[src/rtl/oadc_pkg.sv]
// Shared types, codes and constants for the obstacle-avoid drive controller.
`timescale 1ns / 1ps

package oadc_pkg;

  // Mode machine runs on every MODE_DIVIDER-th tick (range 1 to 4)
  localparam int unsigned MODE_DIVIDER = 2;
  localparam int unsigned TICK_W       = 2;

  localparam int unsigned LIMIT_W = 4;
  localparam int unsigned REV_W   = 5;
  localparam int unsigned WORD_W  = 8;
  localparam int unsigned CIDX_W  = 2;

  // Configuration register indexes
  localparam logic [CIDX_W-1:0] CFG_PIVOT_LIMIT   = 2'd0;
  localparam logic [CIDX_W-1:0] CFG_UTURN_LIMIT   = 2'd1;
  localparam logic [CIDX_W-1:0] CFG_REVERSE_LIMIT = 2'd2;

  localparam logic [LIMIT_W-1:0] PIVOT_LIMIT_RST   = 4'd7;
  localparam logic [LIMIT_W-1:0] UTURN_LIMIT_RST   = 4'd8;
  localparam logic [LIMIT_W-1:0] REVERSE_LIMIT_RST = 4'd8;

  // Motor port words
  localparam logic [WORD_W-1:0] MOTOR_STOP     = 8'h00;
  localparam logic [WORD_W-1:0] MOTOR_STRAIGHT = 8'h05;
  localparam logic [WORD_W-1:0] MOTOR_TURN_L   = 8'h01;
  localparam logic [WORD_W-1:0] MOTOR_TURN_R   = 8'h04;
  localparam logic [WORD_W-1:0] MOTOR_PIVOT_L  = 8'h09;
  localparam logic [WORD_W-1:0] MOTOR_PIVOT_R  = 8'h06;
  localparam logic [WORD_W-1:0] MOTOR_REVERSE  = 8'h0A;
  localparam logic [WORD_W-1:0] MOTOR_UTURN    = 8'h06;

  // Upper bound of the reverse counter (limit max plus one)
  localparam logic [REV_W-1:0] REV_COUNT_MAX = 5'd16;

  typedef enum logic [3:0] {
    MV_UNSTARTED = 4'd0,
    MV_INIT      = 4'd1,
    MV_WAIT      = 4'd2,
    MV_STRAIGHT  = 4'd3,
    MV_TL        = 4'd4,
    MV_TR        = 4'd5,
    MV_RL        = 4'd6,
    MV_RR        = 4'd7,
    MV_REVERSE   = 4'd8,
    MV_UT        = 4'd9
  } move_state_t;

  typedef enum logic [1:0] {
    MD_INIT    = 2'd0,
    MD_MANUAL  = 2'd1,
    MD_AUTO    = 2'd2,
    MD_RELEASE = 2'd3
  } mode_state_t;

  typedef enum logic [1:0] {
    FL_INIT    = 2'd0,
    FL_STANDBY = 2'd1,
    FL_FOLLOW  = 2'd2
  } follow_state_t;

  typedef struct packed {
    logic [LIMIT_W-1:0] pivot_limit;
    logic [LIMIT_W-1:0] uturn_limit;
    logic [LIMIT_W-1:0] reverse_limit;
  } cfg_t;

  // Movement machine result for one tick
  typedef struct packed {
    logic              first;  // machines not yet started
    logic              wr;     // movement writes the motor word
    logic [WORD_W-1:0] word;
  } move_out_t;

  // Mode / follow result for one tick
  typedef struct packed {
    logic auto_now;   // flag before this tick
    logic auto_next;  // flag after this tick
    logic follow_wr;  // remote byte goes to the motor word
  } mode_out_t;

endpackage

[src/rtl/oadc_move.sv]
// Movement state machine with pivot, U-turn and reverse counters.
`timescale 1ns / 1ps

module oadc_move (
  input  logic               clk,
  input  logic               rst,
  input  logic               advance,
  input  logic               left_obstacle,
  input  logic               front_obstacle,
  input  logic               right_obstacle,
  input  logic               auto_now,
  input  oadc_pkg::cfg_t     cfg,
  output oadc_pkg::move_out_t mv
);

  oadc_pkg::move_state_t state, state_next;
  logic [oadc_pkg::LIMIT_W-1:0] left_pivot_count, left_pivot_count_next;
  logic [oadc_pkg::LIMIT_W-1:0] right_pivot_count, right_pivot_count_next;
  logic [oadc_pkg::LIMIT_W-1:0] uturn_count, uturn_count_next;
  logic [oadc_pkg::REV_W-1:0]   reverse_count, reverse_count_next;

  // Next state and counters
  always_comb begin
    state_next             = state;
    left_pivot_count_next  = left_pivot_count;
    right_pivot_count_next = right_pivot_count;
    uturn_count_next       = uturn_count;
    reverse_count_next     = reverse_count;
    unique case (state)
      oadc_pkg::MV_UNSTARTED: state_next = oadc_pkg::MV_INIT;
      oadc_pkg::MV_INIT:      state_next = oadc_pkg::MV_WAIT;
      oadc_pkg::MV_WAIT: begin
        state_next = auto_now ? oadc_pkg::MV_STRAIGHT : oadc_pkg::MV_WAIT;
      end
      oadc_pkg::MV_STRAIGHT: begin
        // leaving automatic wins, then all three sensors, then right, left, front
        priority if (!auto_now) state_next = oadc_pkg::MV_WAIT;
        else if (left_obstacle && front_obstacle && right_obstacle)
          state_next = oadc_pkg::MV_UT;
        else if (right_obstacle)
          state_next = front_obstacle ? oadc_pkg::MV_RL : oadc_pkg::MV_TL;
        else if (left_obstacle)
          state_next = front_obstacle ? oadc_pkg::MV_RR : oadc_pkg::MV_TR;
        else if (front_obstacle) state_next = oadc_pkg::MV_REVERSE;
        else state_next = oadc_pkg::MV_STRAIGHT;
      end
      oadc_pkg::MV_TL, oadc_pkg::MV_TR: state_next = oadc_pkg::MV_STRAIGHT;
      oadc_pkg::MV_RL: begin
        if (left_pivot_count >= cfg.pivot_limit) begin
          left_pivot_count_next = '0;
          state_next            = oadc_pkg::MV_RR;
        end else begin
          left_pivot_count_next = left_pivot_count + 4'd1;
          state_next            = oadc_pkg::MV_STRAIGHT;
        end
      end
      oadc_pkg::MV_RR: begin
        if (right_pivot_count >= cfg.pivot_limit) begin
          right_pivot_count_next = '0;
          state_next             = oadc_pkg::MV_RL;
        end else begin
          right_pivot_count_next = right_pivot_count + 4'd1;
          state_next             = oadc_pkg::MV_STRAIGHT;
        end
      end
      oadc_pkg::MV_UT: begin
        if (uturn_count >= cfg.uturn_limit) begin
          uturn_count_next = '0;
          state_next       = oadc_pkg::MV_STRAIGHT;
        end else begin
          uturn_count_next = uturn_count + 4'd1;
          state_next       = oadc_pkg::MV_UT;
        end
      end
      oadc_pkg::MV_REVERSE: begin
        if (reverse_count > {1'b0, cfg.reverse_limit}) begin
          reverse_count_next = '0;
          state_next         = oadc_pkg::MV_RR;
        end else begin
          reverse_count_next = reverse_count + 5'd1;
          state_next         = oadc_pkg::MV_REVERSE;
        end
      end
      default: state_next = oadc_pkg::MV_INIT;
    endcase
  end

  // Motor word for the state being entered
  always_comb begin
    mv.first = (state == oadc_pkg::MV_UNSTARTED);
    mv.wr    = 1'b1;
    mv.word  = oadc_pkg::MOTOR_STOP;
    unique case (state_next)
      oadc_pkg::MV_WAIT:     mv.word = oadc_pkg::MOTOR_STOP;
      oadc_pkg::MV_STRAIGHT: mv.word = oadc_pkg::MOTOR_STRAIGHT;
      oadc_pkg::MV_TL:       mv.word = oadc_pkg::MOTOR_TURN_L;
      oadc_pkg::MV_TR:       mv.word = oadc_pkg::MOTOR_TURN_R;
      oadc_pkg::MV_RL:       mv.word = oadc_pkg::MOTOR_PIVOT_L;
      oadc_pkg::MV_RR:       mv.word = oadc_pkg::MOTOR_PIVOT_R;
      oadc_pkg::MV_REVERSE:  mv.word = oadc_pkg::MOTOR_REVERSE;
      oadc_pkg::MV_UT:       mv.word = oadc_pkg::MOTOR_UTURN;
      default:               mv.wr   = 1'b0;
    endcase
  end

  // State update, one step per accepted word
  always_ff @(posedge clk) begin
    if (rst) begin
      state             <= oadc_pkg::MV_UNSTARTED;
      left_pivot_count  <= '0;
      right_pivot_count <= '0;
      uturn_count       <= '0;
      reverse_count     <= '0;
    end else if (advance) begin
      state             <= state_next;
      left_pivot_count  <= left_pivot_count_next;
      right_pivot_count <= right_pivot_count_next;
      uturn_count       <= uturn_count_next;
      reverse_count     <= reverse_count_next;
    end
  end

  // reverse counter never runs past the largest limit plus one
  a_rev_bound: assert property (@(posedge clk) disable iff (rst)
    reverse_count <= oadc_pkg::REV_COUNT_MAX)
    else $error("reverse counter out of range");

  // counters only move on an accepted word
  a_count_hold: assert property (@(posedge clk) disable iff (rst)
    !advance |=> $stable(uturn_count) && $stable(reverse_count))
    else $error("counter changed without a word");

endmodule

[src/rtl/oadc_mode.sv]
// Mode toggle debounce machine, tick divider and remote-follow machine.
`timescale 1ns / 1ps

module oadc_mode (
  input  logic                clk,
  input  logic                rst,
  input  logic                advance,
  input  logic                first,
  input  logic                mode_button,
  output oadc_pkg::mode_out_t md
);

  oadc_pkg::mode_state_t   mode_state, mode_state_next;
  oadc_pkg::follow_state_t follow_state, follow_state_next;
  logic                    auto_flag, auto_flag_next;
  logic [oadc_pkg::TICK_W-1:0] tick_phase, tick_phase_next;
  logic [oadc_pkg::TICK_W:0]   tick_sum;

  // Tick divider
  always_comb begin
    tick_sum = {1'b0, tick_phase} + 3'd1;
    if (tick_sum >= 3'(oadc_pkg::MODE_DIVIDER)) tick_phase_next = '0;
    else tick_phase_next = tick_sum[oadc_pkg::TICK_W-1:0];
  end

  // Mode machine next state, only on divider ticks
  always_comb begin
    mode_state_next = mode_state;
    if (tick_phase == '0) begin
      if (first) begin
        mode_state_next = oadc_pkg::MD_INIT;
      end else begin
        unique case (mode_state)
          oadc_pkg::MD_INIT: mode_state_next = oadc_pkg::MD_MANUAL;
          oadc_pkg::MD_MANUAL: begin
            mode_state_next = mode_button ? oadc_pkg::MD_RELEASE : oadc_pkg::MD_MANUAL;
          end
          oadc_pkg::MD_AUTO: begin
            mode_state_next = mode_button ? oadc_pkg::MD_RELEASE : oadc_pkg::MD_AUTO;
          end
          default: begin
            // toggle on release
            if (!mode_button)
              mode_state_next = auto_flag ? oadc_pkg::MD_MANUAL : oadc_pkg::MD_AUTO;
          end
        endcase
      end
    end
  end

  // Mode flag follows the entered mode state
  always_comb begin
    auto_flag_next = auto_flag;
    if (tick_phase == '0) begin
      unique case (mode_state_next)
        oadc_pkg::MD_INIT, oadc_pkg::MD_MANUAL: auto_flag_next = 1'b0;
        oadc_pkg::MD_AUTO:                      auto_flag_next = 1'b1;
        default:                                auto_flag_next = auto_flag;
      endcase
    end
  end

  // Follow machine next state, uses the updated flag
  always_comb begin
    follow_state_next = follow_state;
    if (first) begin
      follow_state_next = oadc_pkg::FL_INIT;
    end else begin
      unique case (follow_state)
        oadc_pkg::FL_INIT: follow_state_next = oadc_pkg::FL_STANDBY;
        oadc_pkg::FL_STANDBY, oadc_pkg::FL_FOLLOW: begin
          follow_state_next = auto_flag_next ? oadc_pkg::FL_STANDBY : oadc_pkg::FL_FOLLOW;
        end
        default: follow_state_next = oadc_pkg::FL_INIT;
      endcase
    end
  end

  // Outputs
  always_comb begin
    md.auto_now  = auto_flag;
    md.auto_next = auto_flag_next;
    md.follow_wr = (follow_state_next == oadc_pkg::FL_FOLLOW);
  end

  always_ff @(posedge clk) begin
    if (rst) begin
      mode_state   <= oadc_pkg::MD_INIT;
      follow_state <= oadc_pkg::FL_INIT;
      auto_flag    <= 1'b0;
      tick_phase   <= '0;
    end else if (advance) begin
      mode_state   <= mode_state_next;
      follow_state <= follow_state_next;
      auto_flag    <= auto_flag_next;
      tick_phase   <= tick_phase_next;
    end
  end

  // remote byte only drives the motor in manual mode
  a_follow_manual: assert property (@(posedge clk) disable iff (rst)
    md.follow_wr |-> !md.auto_next)
    else $error("remote follow while automatic");

  // flag only changes on a divider tick
  a_flag_tick: assert property (@(posedge clk) disable iff (rst)
    (tick_phase != '0) |-> (auto_flag_next == auto_flag))
    else $error("mode flag changed off a divider tick");

endmodule

[src/rtl/obstacle_avoid_drive_controller_top.sv]
// Top level of the obstacle-avoid drive controller: handshake, registers, motor word.
`timescale 1ns / 1ps

// One input word is one scheduler tick carrying the three obstacle sensors, the mode
// button and the latest remote byte; each tick yields exactly one result word with the
// held 8-bit motor word and the automatic-mode flag as they stand after that tick.
// The input stalls only while a finished result is waiting and the output is stalled;
// otherwise a tick is taken every clock cycle. Its work is one pass of next-state
// logic into the state registers, and the motor word and mode flag registers double as
// the output register. Limit registers are to be written by the user through the cfg
// port only while no tick is in flight; the block does not enforce this.

module obstacle_avoid_drive_controller_top (
  input  logic                           clk,
  input  logic                           rst,
  // input channel
  input  logic                           in_valid,
  output logic                           in_stall,
  input  logic                           left_obstacle,
  input  logic                           front_obstacle,
  input  logic                           right_obstacle,
  input  logic                           mode_button,
  input  logic [oadc_pkg::WORD_W-1:0]    remote_byte,
  // output channel
  output logic                           out_valid,
  input  logic                           out_stall,
  output logic [oadc_pkg::WORD_W-1:0]    motor_drive,
  output logic                           auto_active,
  // configuration
  input  logic                           cfg_we,
  input  logic [oadc_pkg::CIDX_W-1:0]    cfg_index,
  input  logic [oadc_pkg::LIMIT_W-1:0]   cfg_data
);

  oadc_pkg::cfg_t      cfg;
  oadc_pkg::move_out_t mv;
  oadc_pkg::mode_out_t md;
  logic                          accept;
  logic [oadc_pkg::WORD_W-1:0]   motor_latch, motor_latch_next;

  // Handshake
  assign in_stall = out_valid && out_stall;
  assign accept   = in_valid && !in_stall;

  oadc_move u_move (
    .clk            (clk),
    .rst            (rst),
    .advance        (accept),
    .left_obstacle  (left_obstacle),
    .front_obstacle (front_obstacle),
    .right_obstacle (right_obstacle),
    .auto_now       (md.auto_now),
    .cfg            (cfg),
    .mv             (mv)
  );

  oadc_mode u_mode (
    .clk         (clk),
    .rst         (rst),
    .advance     (accept),
    .first       (mv.first),
    .mode_button (mode_button),
    .md          (md)
  );

  // Motor word: remote follow overrides the movement machine
  always_comb begin
    priority if (md.follow_wr) motor_latch_next = remote_byte;
    else if (mv.wr)            motor_latch_next = mv.word;
    else                       motor_latch_next = motor_latch;
  end

  // Configuration registers
  always_ff @(posedge clk) begin
    if (rst) begin
      cfg.pivot_limit   <= oadc_pkg::PIVOT_LIMIT_RST;
      cfg.uturn_limit   <= oadc_pkg::UTURN_LIMIT_RST;
      cfg.reverse_limit <= oadc_pkg::REVERSE_LIMIT_RST;
    end else if (cfg_we) begin
      unique case (cfg_index)
        oadc_pkg::CFG_PIVOT_LIMIT:   cfg.pivot_limit   <= cfg_data;
        oadc_pkg::CFG_UTURN_LIMIT:   cfg.uturn_limit   <= cfg_data;
        oadc_pkg::CFG_REVERSE_LIMIT: cfg.reverse_limit <= cfg_data;
        default: ;
      endcase
    end
  end

  // Held motor word and result valid
  always_ff @(posedge clk) begin
    if (rst) begin
      motor_latch <= '0;
      out_valid   <= 1'b0;
    end else begin
      if (accept) motor_latch <= motor_latch_next;
      if (accept) out_valid <= 1'b1;
      else if (!out_stall) out_valid <= 1'b0;
    end
  end

  assign motor_drive = motor_latch;
  assign auto_active = md.auto_now;

  // a word is produced for every accepted tick
  a_result_after_accept: assert property (@(posedge clk) disable iff (rst)
    accept |=> out_valid)
    else $error("accepted tick gave no result");

  // held motor word only moves with an accepted tick
  a_motor_hold: assert property (@(posedge clk) disable iff (rst)
    !accept |=> $stable(motor_drive) && $stable(auto_active))
    else $error("result changed without a tick");

endmodule

[config.mk]
export PLATFORM = sky130hd
export DESIGN_NAME = obstacle_avoid_drive_controller_top
export DESIGN_NICKNAME = d
export VERILOG_FILES = /design/src/rtl/oadc_pkg.sv /design/src/rtl/oadc_move.sv /design/src/rtl/oadc_mode.sv /design/src/rtl/obstacle_avoid_drive_controller_top.sv
export SDC_FILE = /design/constraint.sdc
export NUM_CORES = 1
export LEC_CHECK = 0
export BUFFER_PORTS_ARGS = -buffer_cell sky130_fd_sc_hd__buf_2
export CAP_MARGIN = 20
export CORE_MARGIN = 3
export CORE_UTILIZATION = 35
export CTS_BUF_LIST = sky130_fd_sc_hd__clkbuf_16
export DETAILED_ROUTE_END_ITERATION = 10
export PLACE_DENSITY = 0.63
export SYNTH_ARGS = -nofsm -noshare
export SYNTH_HDL_FRONTEND = slang
export SYNTH_SLANG_ARGS = --single-unit
[constraint.sdc]
create_clock -name clk -period 2.1 [get_ports clk]
set_input_delay 0.105 -clock clk [delete_from_list [all_inputs] [get_ports clk]]
set_output_delay 0.105 -clock clk [all_outputs]
set_load 0.02 [all_outputs]
[After elaboration in Yosys (flattened, before gate mapping)]
Cells that the tools add are included.
Word-level totals
  latch bits: 0
  memories kept: 0
  output and inout bits: 11
  input port bits: 23
  ROM bits: 0
  logic and storage cells: 112
  bits in writable memories: 0
  register bits after elaboration: 49
Operators by class
  order comparisons: 5
  equality and inequality tests: 27
  div/mod/pow operators: 0
  bitwise gates (word level): 0
  mux-type cells: 36
  $mul: 0
  shift-type cells: 0
  $add $sub $neg: 5
  reductions and logical operators: 25
Operators with widths (count)
  $mux W4: 10
  $eq A4 B3 Y1 const B: 8
  $pmux W4 S8: 1
  $pmux W4 S6: 1
  $mux W2: 10
  $eq A4 B2 Y1 const B: 4
  $eq A4 B4 Y1 const B: 4
  $mux W8: 2
  $reduce_and A2 Y1: 8
  $add A4 B1 Y4 const B: 3
  $ge A4 B4 Y1: 3
  $eq A2 B2 Y1 const B: 5
  $logic_not A2 Y1: 5
  $eq A2 B1 Y1 const B: 4
  $reduce_or A2 Y1: 4
  $reduce_or A8 Y1: 1
  $mux W1: 6
  $mux W3: 2
  $pmux W2 S3: 1
  $add A5 B1 Y5 const B: 1
  $gt A5 B4 Y1: 1
  $mux W5: 1
  $eq A4 B1 Y1 const B: 1
  $logic_and A1 B1 Y1: 4
  other kinds (8): 8

[Longest topological paths before layout]
  depth after elaboration: 15
  depth in mapped cells: 9
  mapped depth without buffers: 9

[By module]
From an unflattened synthesis, not the netlist that was laid out.
Unflattened totals
  cells, all modules: 355
  area, all modules: 3120.5 µm²
By module, submodules not included
  oadc_move: area an instance 1709.1 µm², cells each 212, sequential area each 420.4 µm², times used 1
  obstacle_avoid_drive_controller_top: area an instance 919.6 µm², cells each 84, sequential area each 420.4 µm², times used 1
  oadc_mode: area an instance 491.7 µm², cells each 59, sequential area each 140.1 µm², times used 1

[Least setup slack after synthesis]
OpenSTA, ideal clock, no wires.
  path type: register -> register
  start: register u_move.left_pivot_count[0] in the netlist's numbering
  end: register motor_latch, in the netlist motor_drive[1]
  clock period less this slack: 2.204 ns
  library setup time: 0.127 ns
  slack: -0.104 ns
  data required time: 1.973 ns
  path buffers: 0
  cell stages (with the launch flop): 10
  arrival time: 2.078 ns
  cells stage by stage: dfxtp_1 -> inv_1 -> ha_1 -> nand2b_1 -> a2111oi_0 -> nor4_1 -> a31oi_1 -> a211oi_2 -> a221oi_1 -> o32ai_1
On the way
  cells in the longest elaborated chain, start to end: 8
  elaborated cells between the ends (all ways): 19
  those cells by class: order compare (1); eq/ne (8); mux (6); reduce/logical (4)
Ends and longest elaborated chain
  start: declaration: RTL line oadc_move.sv:17  | logic [oadc_pkg::LIMIT_W-1:0] left_pivot_count, left_pivot_count_next;
  start signal: assignment: RTL line oadc_move.sv:116  | left_pivot_count <= left_pivot_count_next;
  $ge A4 B4 Y1 *: RTL line oadc_move.sv:49  | if (left_pivot_count >= cfg.pivot_limit) begin
  $mux W3 *: RTL line oadc_move.sv:49
  $pmux W4 S8 *: RTL line oadc_move.sv:29  | unique case (state)
  $eq A4 B3 Y1, or another cell as far along: RTL line oadc_move.sv:93  | unique case (state_next)
  $reduce_or A2 Y1 (no line) / $reduce_or A8 Y1 (equally long branches)
  $pmux W4 S6 / $mux W1 (equally long branches): RTL line oadc_move.sv:93
  $mux W8 / $reduce_bool A2 Y1 (equally long branches)
  $mux W8 / $reduce_and A2 Y1 (equally long branches)
  end signal: assignment: RTL line obstacle_avoid_drive_controller_top.sv:95  | if (accept) motor_latch <= motor_latch_next;
  end: declaration: RTL line obstacle_avoid_drive_controller_top.sv:39  | logic [oadc_pkg::WORD_W-1:0] motor_latch, motor_latch_next;
Every way passes the cells marked *; elsewhere a longest branch is shown, timed or not. The select of a mux whose other input is x is not followed.
A chain may end at the register's enable or synchronous reset.

[Final worst setup path]
  start: register cfg[3] (netlist name)
  end: register motor_latch, in the netlist motor_drive[1]
On the way
  cells in the longest elaborated chain, start to end: 8
  elaborated cells between the ends (all ways): 19
  those cells by class: order compare (1); eq/ne (8); mux (6); reduce/logical (4)
Ends and longest elaborated chain
  $gt A5 B4 Y1 *: RTL line oadc_move.sv:76  | if (reverse_count > {1'b0, cfg.reverse_limit}) begin
  $mux W4 *: RTL line oadc_move.sv:76
  $pmux W4 S8 *: RTL line oadc_move.sv:29
  $eq A4 B3 Y1, or another cell as far along: RTL line oadc_move.sv:93
  $reduce_or A2 Y1 (no line) / $reduce_or A8 Y1 (equally long branches)
  $pmux W4 S6 / $mux W1 (equally long branches): RTL line oadc_move.sv:93
  $mux W8 / $reduce_bool A2 Y1 (equally long branches)
  $mux W8 / $reduce_and A2 Y1 (equally long branches)
Marked as above.

==> run_results.csv <==
group,metric,value,unit
die,ios,34,
power,power,2.560,mW
synth,postSynth.asyncResetShare,0,%
critical_path,crit_required,2300,ps
power,peakVddDrop,0.0003940,V
synth,synth_cells,352,
timing,drv_slew,0,
die,initial_utilization,37.15,%
synth,ys_warn_count,0,
synth,yosys.area_share.simple,24.98,%
critical_path,start_kind,"flip-flop",
route,drtIter0Drc,160,
finish,area_growth,36.87,%
route,drc,0,
flow_run,drv_cap,0,
critical_path,slowest_delay,380,ps
grt,grt_pass1_vias,2639,
grt,grt_first_pass_wirelength,11840,µm
timing,grt_setup_unrepaired,"true",
die,fp.coreArea,0.007928,mm²
synth,synthAdderAreaFrac,11.05,%
critical_path,path_buf_inv,2,
timing,fin_hold_ws,44.59,ps
run_status,status,"finished clean",
timing,relSlewSlack,71.30,%
clocking,clock_sinks,49,
grt,track_usage,14.83,%
finish,multiInputGateArea,0.002126,mm²
timing,skew,6.863,ps
timing,fmax,476.8,MHz
route,viasPerCell,5.154,
timing,finalCritPeriodShare,99.87,%
synth,synth_top_family_by_area,"simple AND/OR/NAND/NOR gates",
clocking,htree_levels,2,
route,wl,7200,µm
hold_path,hold_path_class,"in -> reg",
critical_path,critPathArrivalTime,2300,ps
critical_path,rrSetupSlack,3,ps
timing,min_period,2097,ps
clocking,tritoncts,"done",
grt,antenna_found_initial,0,
synth,ys_seq_area_share,33.31,%
placed_design,hpwlAfterDp,5236,µm
synth,avgSynthCellArea,8.367,µm²
critical_path,ff2ff_path_depth,10,
finish,post-route-util,50.85,%
placed_design,gp_congestion,0.8484,
critical_path,crit_chain,"inv_2 > ha_4 > nand3_1 > nand3_2 > nand2_2 > a211o_4 > buf_6 > a211oi_4 > a221oi_2 > o32ai_1",
grt,grt_max_degree,23,
grt,overflow,0,
synth,ys_top_cells_by_area,"dfxtp_1 (33%), ha_1 (11%), nand2_1 (5.2%)",
timing,fin_ws,2.788,ps
power,p_leak,1.694,nW
synth,syn_area,0.002945,mm²
route,dr_total_vias,2706,
placed_design,dpl_cell_area,0.003492,mm²
critical_path,cp-end-kind,"flip-flop",
synth,synthMuxAreaShare,4.078,%
synth,ys_ff_latch,49,
synth,synth_xor_area_share,3.823,%
placed_design,post-place-ws,-119.9,ps
die,die_h,97.74,µm
synth,yosys-top-cells-count,"dfxtp_1 (49), nand2_1 (41), nor2_1 (38)",
synth,synth-main-ff-cell,"dfxtp_1",
critical_path,crit_fanout,5,
clocking,clk_latency,290,ps
synth,postSynthNetCount,401,
critical_path,crit_cells,10,
route,drtPass1Iterations,4,
synth,synth_edf_count,0,
synth,synthDistinctLibCells,57,
clocking,cts_buffers,5,
route,postRouteAntennaNets,0,
critical_path,slowest_stage,"a211o_4",
finish,layout-drive-gt1-share,35.70,%
finish,final_cell_area,0.004031,mm²
finish,seqCellArea,998.5,µm²
synth,synth-compound-area-share,16.95,%
clocking,cts.path.max_buffers,2,
clocking,clkSlewWorstSetupHoldPaths,70,ps
die,die_w,97.74,µm
placed_design,place.port_buffers,33,
synth,yosysTopAreaCell,"dfxtp_1",
clocking,cts-root-buf,"clkbuf_16",
synth,synth.most_common_cell,"dfxtp_1",
synth,yosysTopAreaCellShare,33.31,%
route,wl_per_cell,13.71,µm
die,die_area,0.009552,mm²
finish,antenna_cells,0,
clocking,holdBufCountCts,0,
timing,hold_violations,0,
hold_path,hold_path_depth,2,
power,powerDensity,635.0,mW/mm²
critical_path,worstSetupPathType,"reg -> reg",
finish,layout.nets,471,
critical_path,cp_top_family,"compound AO/OA/AOI/OAI gates",
finish,fillers,736,
timing,worst_slew_pin_slew,426.0,ps
die,num_rows,32,
timing,setup_violations,0,
## power by group
| part | leakage, nW | total (mW) | switching [mW] | internal, mW |
|---|---|---|---|---|
| registers | 0.403 | 0.998 | 0.0321 | 0.966 |
| clock network | 0.0944 | 1.05 | 0.366 | 0.687 |
| logic | 1.20 | 0.509 | 0.277 | 0.232 |
| total | 1.69 | 2.56 | 0.675 | 1.88 |
## state kept, by name, summed over array words and instances, names as in the netlist
name,flops
u_mode.tick_phase,2
u_mode.mode_state,2
u_mode.auto_flag,1
motor_drive,8
u_mode.follow_state,2
u_move.right_pivot_count,4
out_valid,1
u_move.reverse_count,5
u_move.uturn_count,4
u_move.state,4
cfg,12
u_move.left_pivot_count,4
## routing by layer
| layer | vias up | wire length, µm | global-route usage, % |
|---|---|---|---|
| met5 | - | 0 | 0 |
| met3 | 7 | 291 | 2.714 |
| met2 | 50 | 3571 | 25.72 |
| met4 | 0 | 91 | 4.153 |
| li1 | 1386 | - | - |
| met1 | 1263 | 3246 | 18.86 |
## cells in the final DEF, fill, tap and decap left out, types with 3 or more instances in the layout
| cell type | instances |
|---|---|
| ha_1 | 16 |
| nand3_1 | 8 |
| buf_2 | 33 |
| a21oi_1 | 17 |
| nand2_1 | 39 |
| o211ai_1 | 4 |
| nor3_1 | 5 |
| ha_4 | 10 |
| nor2_1 | 37 |
| xor2_1 | 8 |
| a211oi_1 | 5 |
| nand3b_1 | 3 |
| o21ai_0 | 12 |
| xnor2_1 | 3 |
| inv_1 | 15 |
| clkbuf_16 | 5 |
| inv_2 | 8 |
| dfxtp_2 | 11 |
| mux2i_1 | 12 |
| dfxtp_1 | 37 |
| buf_4 | 43 |
| o21ai_1 | 5 |
| nand4_1 | 10 |
| nor2b_1 | 8 |
| a211oi_2 | 3 |
## through the flow
step | cells | setup TNS [ps]
floorplan | 352 | 0
global placement | 515 | -94.12
detailed placement | 515 | -387.5
CTS | 524 | 0
global route | 525 | -270.6
finish | 525 | 0
## timing repair
item | CTS | global route
setup buffers | 1 | 1
resized for setup | 27 | 37
pin swaps | 17 | 24
gates cloned | 0 | 0
endpoints found under the hold margin | 0 | 0
endpoints found under the setup margin | 8 | 9
## worst register-to-register path: cells and delay by family (launching register included)
family	cells	cell delay, ps
AOI/OAI and AO/OA	4	930
DFF	1	320
adders and majority gates	1	280
buffers and inverters	2	190
and+or+nand+nor	3	290
## cell type report
cell class                      instances  area share (%)
Multi-Input combinational cell        266           52.73
Sequential cell                        49           24.77
Timing Repair Buffer                   77           12.38
Tap cell                              102           3.166
Clock buffer                            5           3.104
Inverter                               23           2.142
Clock inverter                          3           1.707
## worst paths after layout
kind                                    start                          end
setup / recovery          cfg[3]$_SDFFE_PP1P_  motor_drive[1]$_SDFFE_PP0P_
hold / removal                       in_valid       out_valid$_SDFFE_PP0P_
hold reg to reg   motor_drive[6]$_SDFFE_PP0P_  motor_drive[6]$_SDFFE_PP0P_
setup reg to reg          cfg[3]$_SDFFE_PP1P_  motor_drive[1]$_SDFFE_PP0P_
## logic make-up (layout without fill, tap and decap cells)
group	count (synthesis)	after routing
and+or+nand+nor	143	143
AOI/OAI and AO/OA	73	73
DFF	49	49
buffers and inverters	37	108
adders and majority gates	26	26
xor gates and xnor gates	12	12
muxes	12	12
Power figures use the tool's default switching activity.
